File: src/spd_pkg.sv
package spd_pkg;

  localparam int unsigned MAX_WINDOW    = 255;
  localparam int unsigned SAMPLE_BITS   = 16;
  localparam int unsigned INDEX_BITS    = 16;
  localparam int unsigned CFG_BITS      = 8;
  localparam int unsigned WINDOW_RESET  = 5;

  localparam int unsigned PTR_BITS      = $clog2(MAX_WINDOW);
  localparam int unsigned LEN_BITS      = $clog2(MAX_WINDOW + 1);
  localparam int unsigned SUM_BITS      = SAMPLE_BITS + LEN_BITS;

  localparam int unsigned BITS_PER_STEP = 2;
  localparam int unsigned DIV_STEPS     = (SUM_BITS + BITS_PER_STEP - 1) / BITS_PER_STEP;
  localparam int unsigned DIV_BITS      = DIV_STEPS * BITS_PER_STEP;
  localparam int unsigned STEP_BITS     = (DIV_STEPS > 1) ? $clog2(DIV_STEPS) : 1;

  typedef struct packed {
    logic accept;
    logic update;
    logic div_load;
    logic div_step;
    logic finish;
  } spd_cmd_t;

  typedef struct packed {
    logic result_due;
    logic out_free;
  } spd_status_t;

  // zero -> 1, cap at MAX_WINDOW, even -> next lower odd
  function automatic logic [LEN_BITS-1:0] effective_len(input logic [CFG_BITS-1:0] w);
    int unsigned v;
    v = int'(w);
    if (v == 0) v = 1;
    if (v > MAX_WINDOW) v = MAX_WINDOW;
    if ((v % 2) == 0) v = v - 1;
    return LEN_BITS'(v);
  endfunction

endpackage

File: src/smoothed_peak_detector_top.sv
// Smoothed peak detector: boxcar moving average over an odd window with peak marking.
// Input channel: in_valid_i / in_stall_o carries sample_i and last_sample_i; a beat
// moves when valid is high and stall is low. Output channel: out_valid_o / out_stall_i
// carries centre_index_o, average_o, previous_is_peak_o and series_end_o.
// Configuration: cfg_we_i writes cfg_wdata_i as the window length and clears the
// series; write only while the block is idle.
// Each accepted sample is taken in the idle state, where a ring read is issued, then
// updates the ring and the sum and, once the window is full, passes through a divider
// load, the steps of the radix-4 restoring divider and a final step that loads the
// output register; in_stall_o stays high until the block is back in idle.
// The result is valid in the cycle after the output load.
// The next sample is taken while a result waits in the output register; if the
// receiver still stalls when the next result is ready, the block holds it and keeps
// in_stall_o high.
// Reset clears the series state, sets the window length to 5 and drops any result.
module smoothed_peak_detector_top (
  input  logic                                   clk_i,
  input  logic                                   rst_ni,
  input  logic                                   cfg_we_i,
  input  logic [spd_pkg::CFG_BITS-1:0]           cfg_wdata_i,
  input  logic                                   in_valid_i,
  output logic                                   in_stall_o,
  input  logic signed [spd_pkg::SAMPLE_BITS-1:0] sample_i,
  input  logic                                   last_sample_i,
  output logic                                   out_valid_o,
  input  logic                                   out_stall_i,
  output logic [spd_pkg::INDEX_BITS-1:0]         centre_index_o,
  output logic signed [spd_pkg::SAMPLE_BITS-1:0] average_o,
  output logic                                   previous_is_peak_o,
  output logic                                   series_end_o
);

  spd_pkg::spd_cmd_t    cmd;
  spd_pkg::spd_status_t status;

  spd_ctrl u_ctrl (
    .clk_i     (clk_i),
    .rst_ni    (rst_ni),
    .in_valid_i(in_valid_i),
    .in_stall_o(in_stall_o),
    .status_i  (status),
    .cmd_o     (cmd)
  );

  spd_datapath u_datapath (
    .clk_i             (clk_i),
    .rst_ni            (rst_ni),
    .cfg_we_i          (cfg_we_i),
    .cfg_wdata_i       (cfg_wdata_i),
    .sample_i          (sample_i),
    .last_sample_i     (last_sample_i),
    .cmd_i             (cmd),
    .status_o          (status),
    .out_valid_o       (out_valid_o),
    .out_stall_i       (out_stall_i),
    .centre_index_o    (centre_index_o),
    .average_o         (average_o),
    .previous_is_peak_o(previous_is_peak_o),
    .series_end_o      (series_end_o)
  );

endmodule

File: src/spd_ram.sv
module spd_ram #(
  parameter int unsigned WIDTH = 16,
  parameter int unsigned DEPTH = 256
) (
  input  logic                     clk_i,
  input  logic                     we_i,
  input  logic [$clog2(DEPTH)-1:0] waddr_i,
  input  logic [WIDTH-1:0]         wdata_i,
  input  logic                     re_i,
  input  logic [$clog2(DEPTH)-1:0] raddr_i,
  output logic [WIDTH-1:0]         rdata_o
);

  logic [WIDTH-1:0] mem_q [DEPTH];
  logic [WIDTH-1:0] rdata_q;

  always_ff @(posedge clk_i) begin
    if (we_i) begin
      mem_q[waddr_i] <= wdata_i;
    end
    if (re_i) begin
      rdata_q <= mem_q[raddr_i];
    end
  end

  assign rdata_o = rdata_q;

endmodule

File: src/spd_ctrl.sv
module spd_ctrl (
  input  logic                 clk_i,
  input  logic                 rst_ni,
  input  logic                 in_valid_i,
  output logic                 in_stall_o,
  input  spd_pkg::spd_status_t status_i,
  output spd_pkg::spd_cmd_t    cmd_o
);

  localparam logic [2:0] S_IDLE = 3'd0;
  localparam logic [2:0] S_UPD  = 3'd1;
  localparam logic [2:0] S_LOAD = 3'd2;
  localparam logic [2:0] S_DIV  = 3'd3;
  localparam logic [2:0] S_FIN  = 3'd4;

  logic [2:0]                     state_q, state_d;
  logic [spd_pkg::STEP_BITS-1:0]  step_q, step_d;
  logic                           last_step;

  assign last_step = (step_q == spd_pkg::STEP_BITS'(spd_pkg::DIV_STEPS - 1));

  always_comb begin
    state_d = state_q;
    step_d  = step_q;
    case (state_q)
      S_IDLE: begin
        if (in_valid_i) state_d = S_UPD;
      end
      S_UPD: begin
        state_d = status_i.result_due ? S_LOAD : S_IDLE;
      end
      S_LOAD: begin
        state_d = S_DIV;
        step_d  = '0;
      end
      S_DIV: begin
        step_d = step_q + 1'b1;
        if (last_step) state_d = S_FIN;
      end
      S_FIN: begin
        if (status_i.out_free) state_d = S_IDLE;
      end
      default: begin
        state_d = S_IDLE;
      end
    endcase
  end

  always_ff @(posedge clk_i or negedge rst_ni) begin
    if (!rst_ni) begin
      state_q <= S_IDLE;
      step_q  <= '0;
    end else begin
      state_q <= state_d;
      step_q  <= step_d;
    end
  end

  assign in_stall_o      = (state_q != S_IDLE);
  assign cmd_o.accept    = (state_q == S_IDLE) && in_valid_i;
  assign cmd_o.update    = (state_q == S_UPD);
  assign cmd_o.div_load  = (state_q == S_LOAD);
  assign cmd_o.div_step  = (state_q == S_DIV);
  assign cmd_o.finish    = (state_q == S_FIN) && status_i.out_free;

`ifndef SYNTH
  a_accept_to_upd: assert property (@(posedge clk_i) disable iff (!rst_ni)
    cmd_o.accept |=> (state_q == S_UPD))
    else $error("accepted beat did not enter update");

  a_div_count: assert property (@(posedge clk_i) disable iff (!rst_ni)
    (state_q == S_DIV) |-> (step_q <= spd_pkg::STEP_BITS'(spd_pkg::DIV_STEPS - 1)))
    else $error("divide step count overran");

  a_div_length: assert property (@(posedge clk_i) disable iff (!rst_ni)
    cmd_o.div_load |=> (step_q == '0) && (state_q == S_DIV))
    else $error("divide did not start from step zero");

  a_fin_stall: assert property (@(posedge clk_i) disable iff (!rst_ni)
    (state_q == S_FIN) && !status_i.out_free |=> (state_q == S_FIN))
    else $error("result left before output register was free");
`endif

endmodule

File: src/spd_datapath.sv
module spd_datapath (
  input  logic                                 clk_i,
  input  logic                                 rst_ni,
  input  logic                                 cfg_we_i,
  input  logic [spd_pkg::CFG_BITS-1:0]         cfg_wdata_i,
  input  logic signed [spd_pkg::SAMPLE_BITS-1:0] sample_i,
  input  logic                                 last_sample_i,
  input  spd_pkg::spd_cmd_t                    cmd_i,
  output spd_pkg::spd_status_t                 status_o,
  output logic                                 out_valid_o,
  input  logic                                 out_stall_i,
  output logic [spd_pkg::INDEX_BITS-1:0]       centre_index_o,
  output logic signed [spd_pkg::SAMPLE_BITS-1:0] average_o,
  output logic                                 previous_is_peak_o,
  output logic                                 series_end_o
);

  localparam int unsigned SB = spd_pkg::SAMPLE_BITS;
  localparam int unsigned LB = spd_pkg::LEN_BITS;
  localparam int unsigned PB = spd_pkg::PTR_BITS;
  localparam int unsigned UB = spd_pkg::SUM_BITS;
  localparam int unsigned IB = spd_pkg::INDEX_BITS;
  localparam int unsigned DB = spd_pkg::DIV_BITS;

  // series state
  logic [LB-1:0]        len_q;
  logic [PB-1:0]        ptr_q;
  logic signed [UB-1:0] sum_q;
  logic [IB-1:0]        seen_q;
  logic [LB-1:0]        fill_q;
  logic signed [UB-1:0] prev_q;
  logic                 rising_q;
  logic                 have_prev_q;

  // beat in flight
  logic [SB-1:0]        sample_q;
  logic                 last_q;
  logic [IB-1:0]        newest_q;

  // divider
  logic [DB-1:0]        dvd_q;
  logic [LB-1:0]        rem_q;
  logic                 neg_q;

  // output register
  logic                 out_valid_q;
  logic [IB-1:0]        centre_q;
  logic [SB-1:0]        avg_q;
  logic                 peak_q;
  logic                 end_q;

  logic [SB-1:0]        old_sample;
  logic [PB-1:0]        ptr_eff;
  logic [LB-1:0]        ptr_inc;
  logic [PB-1:0]        ptr_next;
  logic [LB-1:0]        fill_next;
  logic                 sub_old;
  logic signed [UB-1:0] old_ext;
  logic signed [UB-1:0] new_ext;
  logic signed [UB-1:0] sum_next;
  logic [UB-1:0]        sum_abs;
  logic [LB-1:0]        rem_v;
  logic [DB-1:0]        dvd_v;
  logic [LB:0]          trial;
  logic [SB-1:0]        quot;
  logic                 peak_now;

  spd_ram #(
    .WIDTH(SB),
    .DEPTH(spd_pkg::MAX_WINDOW)
  ) u_ring (
    .clk_i  (clk_i),
    .we_i   (cmd_i.update),
    .waddr_i(ptr_eff),
    .wdata_i(sample_q),
    .re_i   (cmd_i.accept),
    .raddr_i(ptr_eff),
    .rdata_o(old_sample)
  );

  assign ptr_eff   = (LB'(ptr_q) >= len_q) ? '0 : ptr_q;
  assign ptr_inc   = LB'(ptr_eff) + 1'b1;
  assign ptr_next  = (ptr_inc >= len_q) ? '0 : PB'(ptr_inc);
  assign sub_old   = (fill_q >= len_q);
  assign fill_next = (fill_q < LB'(spd_pkg::MAX_WINDOW)) ? fill_q + 1'b1 : fill_q;
  assign old_ext   = {{(UB-SB){old_sample[SB-1]}}, old_sample};
  assign new_ext   = {{(UB-SB){sample_q[SB-1]}}, sample_q};
  assign sum_next  = sum_q - (sub_old ? old_ext : '0) + new_ext;
  assign sum_abs   = sum_q[UB-1] ? (~sum_q + 1'b1) : sum_q;
  assign quot      = dvd_q[SB-1:0];
  assign peak_now  = have_prev_q && rising_q && (sum_q <= prev_q);

  // restoring divide, BITS_PER_STEP quotient bits per cycle
  always_comb begin
    rem_v = rem_q;
    dvd_v = dvd_q;
    trial = '0;
    for (int k = 0; k < spd_pkg::BITS_PER_STEP; k++) begin
      trial = {rem_v, dvd_v[DB-1]};
      dvd_v = {dvd_v[DB-2:0], 1'b0};
      if (trial >= {1'b0, len_q}) begin
        trial    = trial - {1'b0, len_q};
        dvd_v[0] = 1'b1;
      end
      rem_v = trial[LB-1:0];
    end
  end

  always_ff @(posedge clk_i or negedge rst_ni) begin
    if (!rst_ni) begin
      len_q       <= spd_pkg::effective_len(spd_pkg::CFG_BITS'(spd_pkg::WINDOW_RESET));
      ptr_q       <= '0;
      sum_q       <= '0;
      seen_q      <= '0;
      fill_q      <= '0;
      prev_q      <= '0;
      rising_q    <= 1'b0;
      have_prev_q <= 1'b0;
    end else if (cfg_we_i) begin
      len_q       <= spd_pkg::effective_len(cfg_wdata_i);
      ptr_q       <= '0;
      sum_q       <= '0;
      seen_q      <= '0;
      fill_q      <= '0;
      prev_q      <= '0;
      rising_q    <= 1'b0;
      have_prev_q <= 1'b0;
    end else if (cmd_i.update) begin
      if (last_q && !(fill_next >= len_q)) begin
        ptr_q       <= '0;
        sum_q       <= '0;
        seen_q      <= '0;
        fill_q      <= '0;
        prev_q      <= '0;
        rising_q    <= 1'b0;
        have_prev_q <= 1'b0;
      end else begin
        ptr_q  <= ptr_next;
        sum_q  <= sum_next;
        seen_q <= seen_q + 1'b1;
        fill_q <= fill_next;
      end
    end else if (cmd_i.finish) begin
      if (last_q) begin
        ptr_q       <= '0;
        sum_q       <= '0;
        seen_q      <= '0;
        fill_q      <= '0;
        prev_q      <= '0;
        rising_q    <= 1'b0;
        have_prev_q <= 1'b0;
      end else begin
        if (have_prev_q) rising_q <= (sum_q >= prev_q);
        prev_q      <= sum_q;
        have_prev_q <= 1'b1;
      end
    end
  end

  always_ff @(posedge clk_i) begin
    if (cmd_i.accept) begin
      sample_q <= sample_i;
      last_q   <= last_sample_i;
    end
    if (cmd_i.update) begin
      newest_q <= seen_q;
    end
    if (cmd_i.div_load) begin
      dvd_q <= DB'(sum_abs);
      rem_q <= '0;
      neg_q <= sum_q[UB-1];
    end else if (cmd_i.div_step) begin
      dvd_q <= dvd_v;
      rem_q <= rem_v;
    end
    if (cmd_i.finish) begin
      centre_q <= newest_q - IB'((len_q - 1'b1) >> 1);
      avg_q    <= neg_q ? (~quot + 1'b1) : quot;
      peak_q   <= peak_now;
      end_q    <= last_q;
    end
  end

  always_ff @(posedge clk_i or negedge rst_ni) begin
    if (!rst_ni) begin
      out_valid_q <= 1'b0;
    end else if (cmd_i.finish) begin
      out_valid_q <= 1'b1;
    end else if (!out_stall_i) begin
      out_valid_q <= 1'b0;
    end
  end

  assign status_o.result_due = (fill_next >= len_q);
  assign status_o.out_free   = !out_valid_q || !out_stall_i;

  assign out_valid_o        = out_valid_q;
  assign centre_index_o     = centre_q;
  assign average_o          = avg_q;
  assign previous_is_peak_o = peak_q;
  assign series_end_o       = end_q;

`ifndef SYNTH
  a_finish_loads: assert property (@(posedge clk_i) disable iff (!rst_ni)
    cmd_i.finish |=> out_valid_q)
    else $error("finished result not presented");

  a_finish_free: assert property (@(posedge clk_i) disable iff (!rst_ni)
    cmd_i.finish |-> (!out_valid_q || !out_stall_i))
    else $error("result overwrote a stalled beat");

  a_ptr_range: assert property (@(posedge clk_i) disable iff (!rst_ni)
    cmd_i.update |-> (LB'(ptr_eff) < len_q))
    else $error("ring pointer outside window");
`endif

endmodule
File: config.mk
export PLATFORM = sky130hd
export DESIGN_NAME = smoothed_peak_detector_top
export DESIGN_NICKNAME = d
export VERILOG_FILES = /design/src/spd_pkg.sv /design/src/smoothed_peak_detector_top.sv /design/src/spd_ram.sv /design/src/spd_ctrl.sv /design/src/spd_datapath.sv
export SDC_FILE = /design/constraint.sdc
export NUM_CORES = 2
export LEC_CHECK = 0
export BUFFER_PORTS_ARGS = -buffer_cell sky130_fd_sc_hd__buf_2
export CAP_MARGIN = 20
export CORE_MARGIN = 2
export CORE_UTILIZATION = 25
export CTS_BUF_LIST = sky130_fd_sc_hd__clkbuf_4
export CTS_CLUSTER_DIAMETER = 150
export CTS_CLUSTER_SIZE = 30
export DETAILED_ROUTE_END_ITERATION = 7
export GPL_ROUTABILITY_DRIVEN = 0
export HOLD_SLACK_MARGIN = 0.03
export SLEW_MARGIN = 20
export SYNTH_ARGS = -nofsm -noshare
export SYNTH_HDL_FRONTEND = slang
export SYNTH_SLANG_ARGS = --single-unit
File: constraint.sdc
create_clock -name clk_i -period 6.8 [get_ports clk_i]
set_input_delay 1.7 -clock clk_i [delete_from_list [all_inputs] [get_ports clk_i]]
set_output_delay 1.7 -clock clk_i [all_outputs]
set_load 0.01 [all_outputs]
==> run_results.csv <==
group,metric,value,unit
outcome,outcome,"complete, no violations",
flow_run,maxCapViolations,0,
setup_path,critPathMaxFanout,63,
layout,layout.cells.non_filler,19636,
drt,drc_errors,0,
drt,drtIter0Drc,16158,
setup_path,path_class,"reg2reg",
setup_path,cp.arrival,7.43,ns
sta,finalCritPeriodShare,90.79,%
setup_path,required,8.06,ns
layout,finalNetCount,10732,
synth,synth_cell_type_count,90,
placement,post-place-cells,19382,
placement,dpl-instance-area,0.1852,sq mm
setup_path,crit_slowest_cell,"nor2_1",
synth,syn_inst,10361,
setup_path,end_kind,"flop",
setup_path,cp_common_cell,"ha_1",
floorplan,die_area,0.6888,sq mm
worst_hold_path,hp-class,"in2reg",
synth,synth.largest_area_cell,"edfxtp_1",
grt,grt_max_degree,149,
clock_network,cts_buffers,167,
power,powerDensity,273.0,mW/mm^2
synth,async_reset_ff_share,2.259,%
synth,syn-cell-area,0.1705,sq mm
drt,dr_total_vias,101461,
synth,synth-main-ff-cell,"edfxtp_1",
setup_path,cp-start-kind,"flop",
synth,yosys_register_bits,4293,
drt,wl_per_cell,28.55,um
clock_network,cts_max_path_buffers,4,
layout,fin_area,0.1871,sq mm
setup_path,cpPeakStageDelay,1.11,ns
floorplan,fp.coreArea,0.6801,sq mm
synth,synth_edf_count,4188,
synth,synthTopCellsByArea,"edfxtp_1 74%, mux2i_1 6.6%, o221ai_1 1.5%, dfrtp_1 1.4%, a21oi_1 1.4%",
grt,grt_pass1_vias,94477,
layout,area_delta_synth_final,9.698,%
sta,hold_viol,0,
layout,final_cell_mix,"4188 x edfxtp_1, 1116 x mux2i_1, 560 x buf_4, 517 x nor2_1, 472 x a21oi_1",
placement,portBuffers,65,
clock_network,cts_tree,"yes",
synth,synth_top_area_share,73.74,%
drt,first_pass_iters,7,
sta,rsz0062_at_grt,"false",
power,p_leak,55.98,nW
clock_network,root_buffer,"clkbuf_4",
grt,antenna_found_initial,54,
floorplan,start_util,25.07,%
floorplan,die_w,829.9,um
drt,vias_per_cell,5.167,
layout,layout_commonest_cell,"edfxtp_1",
sta,slew_headroom,8.488,%
clock_network,clock_latency,1.68,ns
clock_network,cts.sinks,4293,
grt,grt_overflow_total,0,
power,peakVddDrop,0.0002285,V
drt,finalWirelength,560.7,mm
sta,clock_skew,0.2430,ns
grt,grt_util_all_layers,15.42,%
clock_network,htree_num_levels,4,
clock_network,postCtsSetupBuffers,0,
synth,syn_area_per_cell,16.46,sq um
layout,drive_above_1_share,11.88,%
sta,hold_ws,0.2019,ns
floorplan,io_pins,66,
sta,layout_min_cycle_time,6.174,ns
sta,worst_pin_slew,1.373,ns
drt,drtAntennaViolNets,0,
synth,ys_seq_area_share,75.26,%
floorplan,die_y,829.9,um
floorplan,rows,303,
placement,post-dp-hpwl,341.6,mm
synth,yosysWarnings,0,
sta,report.final.slew_viol_count,0,
grt,grt_pass1_wl,772.4,mm
clock_network,clk_pin_slew,0.33,ns
sta,setup_viol_count_final,0,
layout,filler_cell_count,68037,
setup_path,path_cells,"inv_1 -> ha_1 -> a211oi_1 -> o21a_1 -> o211ai_4 -> inv_8 -> ha_1 -> nand3_2 -> nor2_1 -> buf_4",
sta,max_freq,162.0,MHz
==> cell usage after synthesis (all sizes together) (35+ instances only) <==
cell type,number
a211oi,85
nand3,81
a22o,66
mux2i,1116
o21ai,372
a221oi,131
a21o,35
o22ai,261
xnor2,69
nor3,85
edfxtp,4188
nand4,36
o211ai,100
clkbuf,294
buf,377
o31ai,58
ha,118
a21oi,476
inv,154
xor2,37
a22oi,66
nor2,554
a221o,37
a222oi,59
nand2,417
o2111ai,47
mux2,189
o221ai,291
dfrtp,96
o221a,41
o22a,47
==> per-stage QoR <==
| stage | setup TNS, ns | utilization, % | power, W | worst slack (ns) |
|---|---|---|---|---|
| 2_1_floorplan | -0.1226 | - | 0.03819 | -0.1001 |
| 3_3_place_gp | 0 | 27.22 | 0.04233 | 0.5703 |
| 3_5_place_dp | 0 | 27.23 | 0.04240 | 0.7647 |
| 4_1_cts | 0 | 27.48 | 0.05099 | 0.7128 |
| 5_1_grt | 0 | 27.50 | 0.05256 | 0.4916 |
| 6_report | 0 | 27.51 | 0.05106 | 0.6263 |
==> worst max-delay path, delay by kind of cell (launching register included) <==
kind                     cells  cell delay, ns
buffers and inverters        3            1.40
AND/OR/NAND/NOR              2            1.80
adder cells (fa/ha/maj)      2            0.82
AO/OA/AOI/OAI                3            1.38
flip-flops                   1            0.51
==> where the power goes <==
| group | internal, W | switching [W] | total (W) |
|---|---|---|---|
| combinational | 0.00397 | 0.00777 | 0.0117 |
| clock | 0.00146 | 0.00756 | 0.00902 |
| sequential | 0.0300 | 0.000343 | 0.0303 |
==> cell type report <==
class / count / area (sq um) / area share (%)
clock inverter: 14 / 195.2 / 0.1043
clock buffer: 202 / 1516 / 0.8106
timing repair buffer: 692 / 5831 / 3.117
sequential: 4293 / 128400 / 68.62
antenna: 34 / 85.08 / 0.04548
tap: 8997 / 11260 / 6.017
inverter: 154 / 603.1 / 0.3224
multi-input combinational: 5250 / 39220 / 20.97
==> what timing repair did <==
action / CTS / global route
hold buffers: 1 / 0
endpoints found under the hold margin: 21 / 0
gates resized for setup: 0 / 0
==> final timing paths <==
| check | slack, ns | end | cells after the start | start |
|---|---|---|---|---|
| setup / recovery | 0.63 | u_datapath.u_ring.mem_q[15][4] | 10 | u_datapath.len_q[1] |
| hold / removal | 0.20 | u_datapath.sample_q[8] | 1 | sample_i[8] |
| setup reg to reg | 0.63 | u_datapath.u_ring.mem_q[15][4] | 10 | u_datapath.len_q[1] |
| hold reg to reg | 0.49 | u_datapath.rem_q[1] | 2 | u_datapath.rem_q[1] |
| max in group asynchronous | 4.86 | u_datapath.seen_q[2] | 3 | rst_ni |
| min in group asynchronous | 0.58 | u_datapath.ptr_q[0] | 2 | rst_ni |
==> flip-flops by register name (all words and copies together), names as in the netlist, 3 cells and up <==
signal	cells
u_datapath.sum_q	24
u_ctrl.state_q	3
u_datapath.fill_q	8
u_datapath.seen_q	16
u_datapath.newest_q	16
u_datapath.dvd_q	24
u_datapath.sample_q	16
u_datapath.u_ring.rdata_o	16
u_datapath.prev_q	24
u_datapath.u_ring.mem_q	4080
u_datapath.rem_q	8
u_datapath.average_o	16
u_datapath.len_q	7
u_datapath.ptr_q	8
u_ctrl.step_q	4
u_datapath.centre_index_o	16
==> logic make-up (layout without fill, tap and decap cells) <==
logic type	count (synthesis)	after routing	share of synthesized area [%]
other cells	1	42	0.002199
flops	4293	4293	75.26
xor+xnor	106	106	0.5444
simple gates	1316	1316	3.310
compound gates	2362	2362	9.741
fa+ha+maj	144	144	1.171
mux	1314	1314	7.917
buf+inv	825	1062	2.051
==> layer usage <==
metal / vias up / global-route usage, % / part of all wire (%)
met4: 24 / 6.197 / 4.8
li1: 41533 / - / -
met5: - / 0.2824 / 0.071
met2: 6062 / 23.61 / 44
met3: 927 / 3.072 / 11
met1: 52915 / 21.44 / 40
No activity file was read; power rests on OpenSTA's default activity.
